===== src/rtl/sxd_pkg.sv =====
package sxd_pkg;

    localparam int TABLE_LEN    = 59;
    localparam int OPCODE_COUNT = 59;
    localparam int SEARCH_LEN   = (OPCODE_COUNT < TABLE_LEN) ? OPCODE_COUNT : TABLE_LEN;

    localparam int ADDR_W = 20;
    localparam int IDX_W  = 6;

    localparam logic [7:0] OP_TABLE [TABLE_LEN] = '{
        8'h18, 8'h58, 8'h90, 8'h40, 8'hB4, 8'h28,
        8'h88, 8'hA0, 8'h24, 8'h64, 8'h9C, 8'hC4,
        8'hC0, 8'hF4, 8'h3C, 8'h30, 8'h34, 8'h38,
        8'h48, 8'h00, 8'h68, 8'h50, 8'h70, 8'h08,
        8'h6C, 8'h74, 8'h04, 8'hD0, 8'h20, 8'h60,
        8'h98, 8'hC8, 8'h44, 8'hD8, 8'hAC, 8'h4C,
        8'hA4, 8'hA8, 8'hF0, 8'hEC, 8'h0C, 8'h78,
        8'h54, 8'h80, 8'hD4, 8'h14, 8'h7C, 8'hE8,
        8'h84, 8'h10, 8'h1C, 8'h5C, 8'h94, 8'hB0,
        8'hE0, 8'hF8, 8'h2C, 8'hB8, 8'hDC
    };

    // mnemonic indices that are two-byte register instructions
    localparam logic [63:0] FMT2_SET =
        (64'd1 << 2)  | (64'd1 << 4)  | (64'd1 << 7)  | (64'd1 << 10) |
        (64'd1 << 30) | (64'd1 << 34) | (64'd1 << 36) | (64'd1 << 37) |
        (64'd1 << 52) | (64'd1 << 53) | (64'd1 << 57);

    localparam logic [IDX_W-1:0] IDX_CLEAR = 6'd4;
    localparam logic [IDX_W-1:0] IDX_LDB   = 6'd20;
    localparam logic [IDX_W-1:0] IDX_LDX   = 6'd26;

    localparam logic [3:0] REG_NUM_X = 4'd1;
    localparam logic [3:0] REG_NUM_B = 4'd3;

    localparam logic [2:0] LEN_FMT2 = 3'd2;
    localparam logic [2:0] LEN_FMT3 = 3'd3;
    localparam logic [2:0] LEN_FMT4 = 3'd4;

    localparam logic [1:0] OPM_SIMPLE    = 2'd0;
    localparam logic [1:0] OPM_IMMEDIATE = 2'd1;
    localparam logic [1:0] OPM_INDIRECT  = 2'd2;

    localparam logic [1:0] REL_DIRECT = 2'd0;
    localparam logic [1:0] REL_PC     = 2'd1;
    localparam logic [1:0] REL_BASE   = 2'd2;
    localparam logic [1:0] REL_BOTH   = 2'd3;

    typedef struct packed {
        logic [31:0]       instruction_word;
        logic [ADDR_W-1:0] location;
    } sxd_in_t;

    typedef struct packed {
        logic [IDX_W-1:0]  opcode_index;
        logic [2:0]        length;
        logic [ADDR_W-1:0] target_address;
        logic [1:0]        operand_mode;
        logic [1:0]        relative_mode;
        logic              indexed;
        logic              operand_is_constant;
        logic [ADDR_W-1:0] constant_value;
        logic [3:0]        first_register;
    } sxd_out_t;

    typedef struct packed {
        logic              load_base;
        logic              load_index;
        logic              clear_base;
        logic              clear_index;
        logic [ADDR_W-1:0] value;
    } sxd_reg_upd_t;

endpackage


===== src/rtl/sxd_opcode_lookup.sv =====
module sxd_opcode_lookup
    import sxd_pkg::*;
(
    input  logic [5:0]       opcode_bits,
    output logic [IDX_W-1:0] opcode_index
);

    // first match wins, so scan from the top down
    always_comb
    begin
        opcode_index = '0;
        for (int i = SEARCH_LEN - 1; i >= 0; i--)
        begin
            if (OP_TABLE[i][7:2] == opcode_bits)
            begin
                opcode_index = IDX_W'(i);
            end
        end
    end

endmodule


===== src/rtl/sxd_decode_unit.sv =====
module sxd_decode_unit
    import sxd_pkg::*;
(
    input  sxd_in_t           word_in,
    input  logic [ADDR_W-1:0] base_value,
    input  logic [ADDR_W-1:0] index_value,
    output sxd_out_t          result,
    output sxd_reg_upd_t      reg_upd
);

    logic [IDX_W-1:0]  opcode_index;
    logic [31:0]       w;
    logic              fmt2;
    logic              n_bit, i_bit, x_bit, b_bit, p_bit, e_bit;
    logic [2:0]        len;
    logic [ADDR_W-1:0] cval;
    logic [ADDR_W-1:0] disp;
    logic [1:0]        rmode;
    logic              use_index;
    logic              is_const;
    logic [ADDR_W-1:0] ta_base;
    logic [ADDR_W-1:0] ta;

    assign w = word_in.instruction_word;

    sxd_opcode_lookup u_lookup (
        .opcode_bits  (w[31:26]),
        .opcode_index (opcode_index)
    );

    assign fmt2  = FMT2_SET[opcode_index];
    assign n_bit = w[25];
    assign i_bit = w[24];
    assign x_bit = w[23];
    assign b_bit = w[22];
    assign p_bit = w[21];
    assign e_bit = w[20];

    always_comb
    begin
        if (fmt2)
        begin
            len = LEN_FMT2;
        end
        else if (e_bit)
        begin
            len = LEN_FMT4;
        end
        else
        begin
            len = LEN_FMT3;
        end
    end

    // disp12 is sign-extended, the 20-bit address is taken as is
    always_comb
    begin
        if (e_bit)
        begin
            cval = w[19:0];
            disp = w[19:0];
        end
        else
        begin
            cval = {8'd0, w[19:8]};
            disp = {{8{w[19]}}, w[19:8]};
        end
    end

    assign rmode     = {b_bit, p_bit};
    assign use_index = x_bit && !(b_bit && p_bit);
    assign is_const  = !e_bit && !b_bit && !p_bit;

    always_comb
    begin
        unique case (rmode)
            REL_PC:     ta_base = disp + word_in.location + ADDR_W'(len);
            REL_BASE:   ta_base = disp + base_value;
            REL_DIRECT: ta_base = disp;
            default:    ta_base = '0;
        endcase
    end

    assign ta = use_index ? ta_base + index_value : ta_base;

    always_comb
    begin
        result              = '0;
        result.opcode_index = opcode_index;
        result.length       = len;
        if (fmt2)
        begin
            result.first_register = w[23:20];
        end
        else
        begin
            result.target_address      = ta;
            result.relative_mode       = rmode;
            result.indexed             = use_index;
            result.operand_is_constant = is_const;
            result.constant_value      = cval;
            if (!n_bit && i_bit)
            begin
                result.operand_mode = OPM_IMMEDIATE;
            end
            else if (n_bit && !i_bit)
            begin
                result.operand_mode = OPM_INDIRECT;
            end
            else
            begin
                result.operand_mode = OPM_SIMPLE;
            end
        end
    end

    always_comb
    begin
        reg_upd             = '0;
        reg_upd.value       = is_const ? cval : ta;
        reg_upd.load_base   = (opcode_index == IDX_LDB);
        reg_upd.load_index  = (opcode_index == IDX_LDX);
        reg_upd.clear_index = (opcode_index == IDX_CLEAR) && (w[23:20] == REG_NUM_X);
        reg_upd.clear_base  = (opcode_index == IDX_CLEAR) && (w[23:20] == REG_NUM_B);
    end

endmodule


===== src/rtl/sxd_reg_track.sv =====
module sxd_reg_track
    import sxd_pkg::*;
(
    input  logic              clk,
    input  logic              rst_n,
    input  logic              update_en,
    input  sxd_reg_upd_t      reg_upd,
    output logic [ADDR_W-1:0] base_value,
    output logic [ADDR_W-1:0] index_value
);

    logic [ADDR_W-1:0] base_reg;
    logic [ADDR_W-1:0] base_next;
    logic [ADDR_W-1:0] index_reg;
    logic [ADDR_W-1:0] index_next;

    always_comb
    begin
        base_next  = base_reg;
        index_next = index_reg;
        if (update_en)
        begin
            if (reg_upd.load_base)
            begin
                base_next = reg_upd.value;
            end
            else if (reg_upd.clear_base)
            begin
                base_next = '0;
            end
            if (reg_upd.load_index)
            begin
                index_next = reg_upd.value;
            end
            else if (reg_upd.clear_index)
            begin
                index_next = '0;
            end
        end
    end

    always_ff @(posedge clk or negedge rst_n)
    begin
        if (!rst_n)
        begin
            base_reg  <= '0;
            index_reg <= '0;
        end
        else
        begin
            base_reg  <= base_next;
            index_reg <= index_next;
        end
    end

    assign base_value  = base_reg;
    assign index_value = index_reg;

    a_clear_base: assert property (@(posedge clk) disable iff (!rst_n)
        update_en && reg_upd.clear_base |=> base_reg == '0)
        else $error("base register not cleared");

    a_load_index: assert property (@(posedge clk) disable iff (!rst_n)
        update_en && reg_upd.load_index |=> index_reg == $past(reg_upd.value))
        else $error("index register load lost");

    a_hold: assert property (@(posedge clk) disable iff (!rst_n)
        !update_en |=> $stable(base_reg) && $stable(index_reg))
        else $error("register changed without a decoded word");

endmodule


===== src/rtl/sicxe_instruction_decode_core.sv =====
// accepted words pass the decode stage register, then the output register
// throughput: one word per cycle unless the output stalls; the base and index
// registers update as a word leaves decode; the next word sees them without a gap
// reset: asynchronous, clears both valid flags and the base and index registers to zero
module sicxe_instruction_decode_core
    import sxd_pkg::*;
(
    input  logic     clk,
    input  logic     rst_n,
    input  logic     in_valid,
    output logic     in_ready,
    input  sxd_in_t  in_data,
    output logic     out_valid,
    input  logic     out_ready,
    output sxd_out_t out_data
);

    logic              s1_valid_reg;
    logic              s1_valid_next;
    sxd_in_t           s1_data_reg;
    logic              out_valid_reg;
    logic              out_valid_next;
    sxd_out_t          out_data_reg;
    logic              advance;
    logic              in_take;
    sxd_out_t          result;
    sxd_reg_upd_t      reg_upd;
    logic [ADDR_W-1:0] base_value;
    logic [ADDR_W-1:0] index_value;

    // decode stage moves on when the output register is free or being emptied
    assign advance  = s1_valid_reg && (!out_valid_reg || out_ready);
    assign in_ready = !s1_valid_reg || advance;
    assign in_take  = in_valid && in_ready;

    sxd_decode_unit u_decode (
        .word_in     (s1_data_reg),
        .base_value  (base_value),
        .index_value (index_value),
        .result      (result),
        .reg_upd     (reg_upd)
    );

    sxd_reg_track u_track (
        .clk         (clk),
        .rst_n       (rst_n),
        .update_en   (advance),
        .reg_upd     (reg_upd),
        .base_value  (base_value),
        .index_value (index_value)
    );

    always_comb
    begin
        s1_valid_next  = in_take ? 1'b1 : (advance ? 1'b0 : s1_valid_reg);
        out_valid_next = advance ? 1'b1 : (out_ready ? 1'b0 : out_valid_reg);
    end

    always_ff @(posedge clk or negedge rst_n)
    begin
        if (!rst_n)
        begin
            s1_valid_reg  <= 1'b0;
            out_valid_reg <= 1'b0;
        end
        else
        begin
            s1_valid_reg  <= s1_valid_next;
            out_valid_reg <= out_valid_next;
        end
    end

    always_ff @(posedge clk)
    begin
        if (in_take)
        begin
            s1_data_reg <= in_data;
        end
        if (advance)
        begin
            out_data_reg <= result;
        end
    end

    assign out_valid = out_valid_reg;
    assign out_data  = out_data_reg;

endmodule


===== config.mk =====
export PLATFORM = sky130hd
export DESIGN_NAME = sicxe_instruction_decode_core
export DESIGN_NICKNAME = d
export VERILOG_FILES = /design/src/rtl/sxd_pkg.sv /design/src/rtl/sxd_opcode_lookup.sv /design/src/rtl/sxd_decode_unit.sv /design/src/rtl/sxd_reg_track.sv /design/src/rtl/sicxe_instruction_decode_core.sv
export SDC_FILE = /design/constraint.sdc
export NUM_CORES = 1
export LEC_CHECK = 0
export BUFFER_PORTS_ARGS = -buffer_cell sky130_fd_sc_hd__buf_2
export CAP_MARGIN = 20
export CORE_MARGIN = 3
export CORE_UTILIZATION = 60
export DETAILED_ROUTE_END_ITERATION = 10
export PLACE_DENSITY_LB_ADDON = 0.3
export SETUP_SLACK_MARGIN = 0.4
export SLEW_MARGIN = 40
export SYNTH_ARGS = -nofsm -noshare
export SYNTH_HDL_FRONTEND = slang
export SYNTH_SLANG_ARGS = --single-unit

===== constraint.sdc =====
create_clock -name clk -period 8.8 [get_ports clk]
set_clock_uncertainty 0.2 [all_clocks]
set_input_delay 1.76 -clock clk [delete_from_list [all_inputs] [get_ports clk]]
set_output_delay 1.76 -clock clk [all_outputs]
set_load 0.005 [all_outputs]

==> impl_metrics.tcl <==
set metrics [dict create \
    setup_tns_ns 0 \
    total_power_mw 2.53 \
    p_leak_nw 5.20 \
    core_region_area_sq_um 16100 \
    yosys.area.top_type "edfxtp_1" \
    setup_viol 0 \
    final_area_sq_um 11700 \
    drtAntennaViolNets 0 \
    overflow 0 \
    critPathCaptureType "flip-flop" \
    yosysSeqAreaShare_pct 43.8 \
    cts-hold-fix-buffers 0 \
    critPathKind "reg -> reg" \
    die_y_um 135 \
    synthDistinctLibCells 82 \
    synth_top_area_share_pct 33.3 \
    finalCritPeriodShare_pct 90.3 \
    min_period_ns 7.95 \
    synthFlopType "edfxtp_1" \
    dp_slack_ns 0.459 \
    routed_wl_um 27200 \
    powerDensity_nw_per_um2 216 \
    post-route-util_pct 72.4 \
    cpPeakStageDelay_ns 0.62 \
    rows 46 \
    synth_most_common_cell "edfxtp_1" \
    place_inst 1321 \
    vias 8585 \
    yosys-top-cells-count "edfxtp_1 (111), nand2_1 (95), nor2_1 (91)" \
    htree_levels 4 \
    hold_path_class "reg -> reg" \
    start_util_pct 62.1 \
    area_growth_pct 16.7 \
    fmax_mhz 126 \
    grt_setup_unrepaired "no" \
    outcome "complete, no violations" \
    netlist_top_cells_area "edfxtp_1 (33%), dfrtp_1 (11%), ha_1 (9.5%)" \
    cts_sinks 153 \
    clk_pin_slew_ns 0.07 \
    die_w_um 135 \
    drv_slew 0 \
    avgSynthCellArea_sq_um 9.82 \
    place_area_sq_um 10800 \
    drv_cap 0 \
    ys_ff_latch 153 \
    cts_tree "built" \
    viasPerCell 6.28 \
    cp.arrival_ns 7.92 \
    grt_max_degree 60 \
    max-slew-margin-rel_pct 46.4 \
    clock_path_buffers 2 \
    syn-cell-area_sq_um 10000 \
    nets 1277 \
    fin_ws_ns 0.852 \
    worst-slew-pin-transition_ns 0.801 \
    grt_pass1_wl_um 42300 \
    dieArea_sq_um 18300 \
    cts_buffers 17 \
    instances_no_fill 1368 \
    required_ns 8.77 \
    syn-num-nets 1156 \
    drtPass1Iterations 5 \
    peakVddDrop_mv 0.152 \
    async_flop_share_pct 27.5 \
    grt_pass1_vias 7937 \
    synth-edff-count 111 \
    place.gp.congestion 0.965 \
    io_pins 117 \
    clk_latency_ns 0.44 \
    root_buffer "clkbuf_16" \
    n_antenna_cell 0 \
    largest_register_ffs 59 \
    drt_iter0_markers 909 \
    routedWlPerCell_um 19.9 \
    hold_slack_ns 0.294 \
    drc_errors 0 \
    final-hold-violation-count 0 \
    r2r_slack_ns 0.85 \
    path_max_fanout 11 \
    track_usage_pct 29.8 \
    syn_inst 1018 \
    critPathSlowestCell "fa_1" \
    antenna_found_initial 0 \
    yosysWarnings 0 \
    io_buffers 116 \
    critPathLaunchType "flip-flop" \
    drive_gt1_share_pct 20.7 \
    hpwl_um 19400 \
]
logic make-up after synthesis:
kind of cell | count (synthesis) | synth area share (%)
xor+xnor | 48 | 4.20
mux | 23 | 2.38
fa+ha+maj | 82 | 10.7
flops | 153 | 43.8
simple gates | 311 | 14.7
buf+inv | 98 | 4.24
compound gates | 303 | 19.9
repair_timing:
item	CTS	global route
resized for setup	0	38
setup endpoints to repair	1	15
gates cloned	0	1
buffers inserted	1	13
pin swaps	0	16
cell type report:
cell class                 instances  area (sq um)
timing repair buffer             150           848
fill                            1181          4450
clock buffer                      17           425
sequential                       153          4380
clock inverter                    15           183
tap                              216           270
inverter                          50           188
multi-input combinational        767          5370
routing by layer:
| layer | wire [um] | vias up | global-route usage [%] |
|---|---|---|---|
| met3 | 2730 | 62 | 7.60 |
| met1 | 11500 | 4067 | 42.7 |
| met2 | 12200 | 481 | 44.8 |
| li1 | - | 3975 | - |
| met4 | 801 | 0 | 9.63 |
| met5 | 0 | - | 0 |
power breakdown:
group	total, mW	switching, mW	internal (mW)	leakage (nW)
clock network	0.764	0.333	0.431	0.299
registers	0.930	0.0515	0.879	1.65
logic	0.831	0.490	0.341	3.25
total	2.53	0.875	1.65	5.20
cells in the final DEF (no fill, tap or decap), types with 4 or more instances in the layout:
master / n
buf_2: 116
edfxtp_1: 111
nand2_1: 94
nor2_1: 89
ha_1: 73
o21ai_0: 65
a21oi_1: 63
inv_1: 48
dfrtp_1: 42
buf_4: 31
xnor2_1: 28
nor2b_1: 26
nor3_1: 21
mux2i_1: 20
xor2_1: 19
o21ai_1: 17
a21o_1: 17
a22o_1: 17
clkbuf_16: 17
nand3_1: 15
nand2b_1: 14
o21a_1: 12
o22ai_1: 10
a31oi_1: 9
a21oi_2: 8
a22oi_1: 7
and2_1: 7
or3_1: 7
a211oi_1: 7
o21bai_1: 6
o211ai_1: 5
fa_1: 5
a32o_1: 4
nand4_1: 4
and3_1: 4
a21boi_0: 4
inv_6: 4
inv_8: 4
critical path, delay by kind of cell (launching register included):
kind	cells	cell delay (ns)
DFF	1	0.50
muxes	2	0.44
buffers and inverters	4	0.46
xor gates and xnor gates	2	0.28
AOI/OAI and AO/OA	16	2.85
and+or+nand+nor	8	1.52
adders and majority gates	4	1.43
path summary, 6_finish.rpt:
path	startpoint	cells after the start	endpoint
min	s1_valid_reg	1	out_valid
max reg2reg	s1_data_reg[47]	36	out_data[49]
max in group asynchronous	rst_n	1	u_track.index_value[12]
min reg2reg	s1_valid_reg	1	out_valid
min in group asynchronous	rst_n	1	u_track.index_value[0]
max	s1_data_reg[47]	36	out_data[49]
Power figures use the tool's default switching activity.
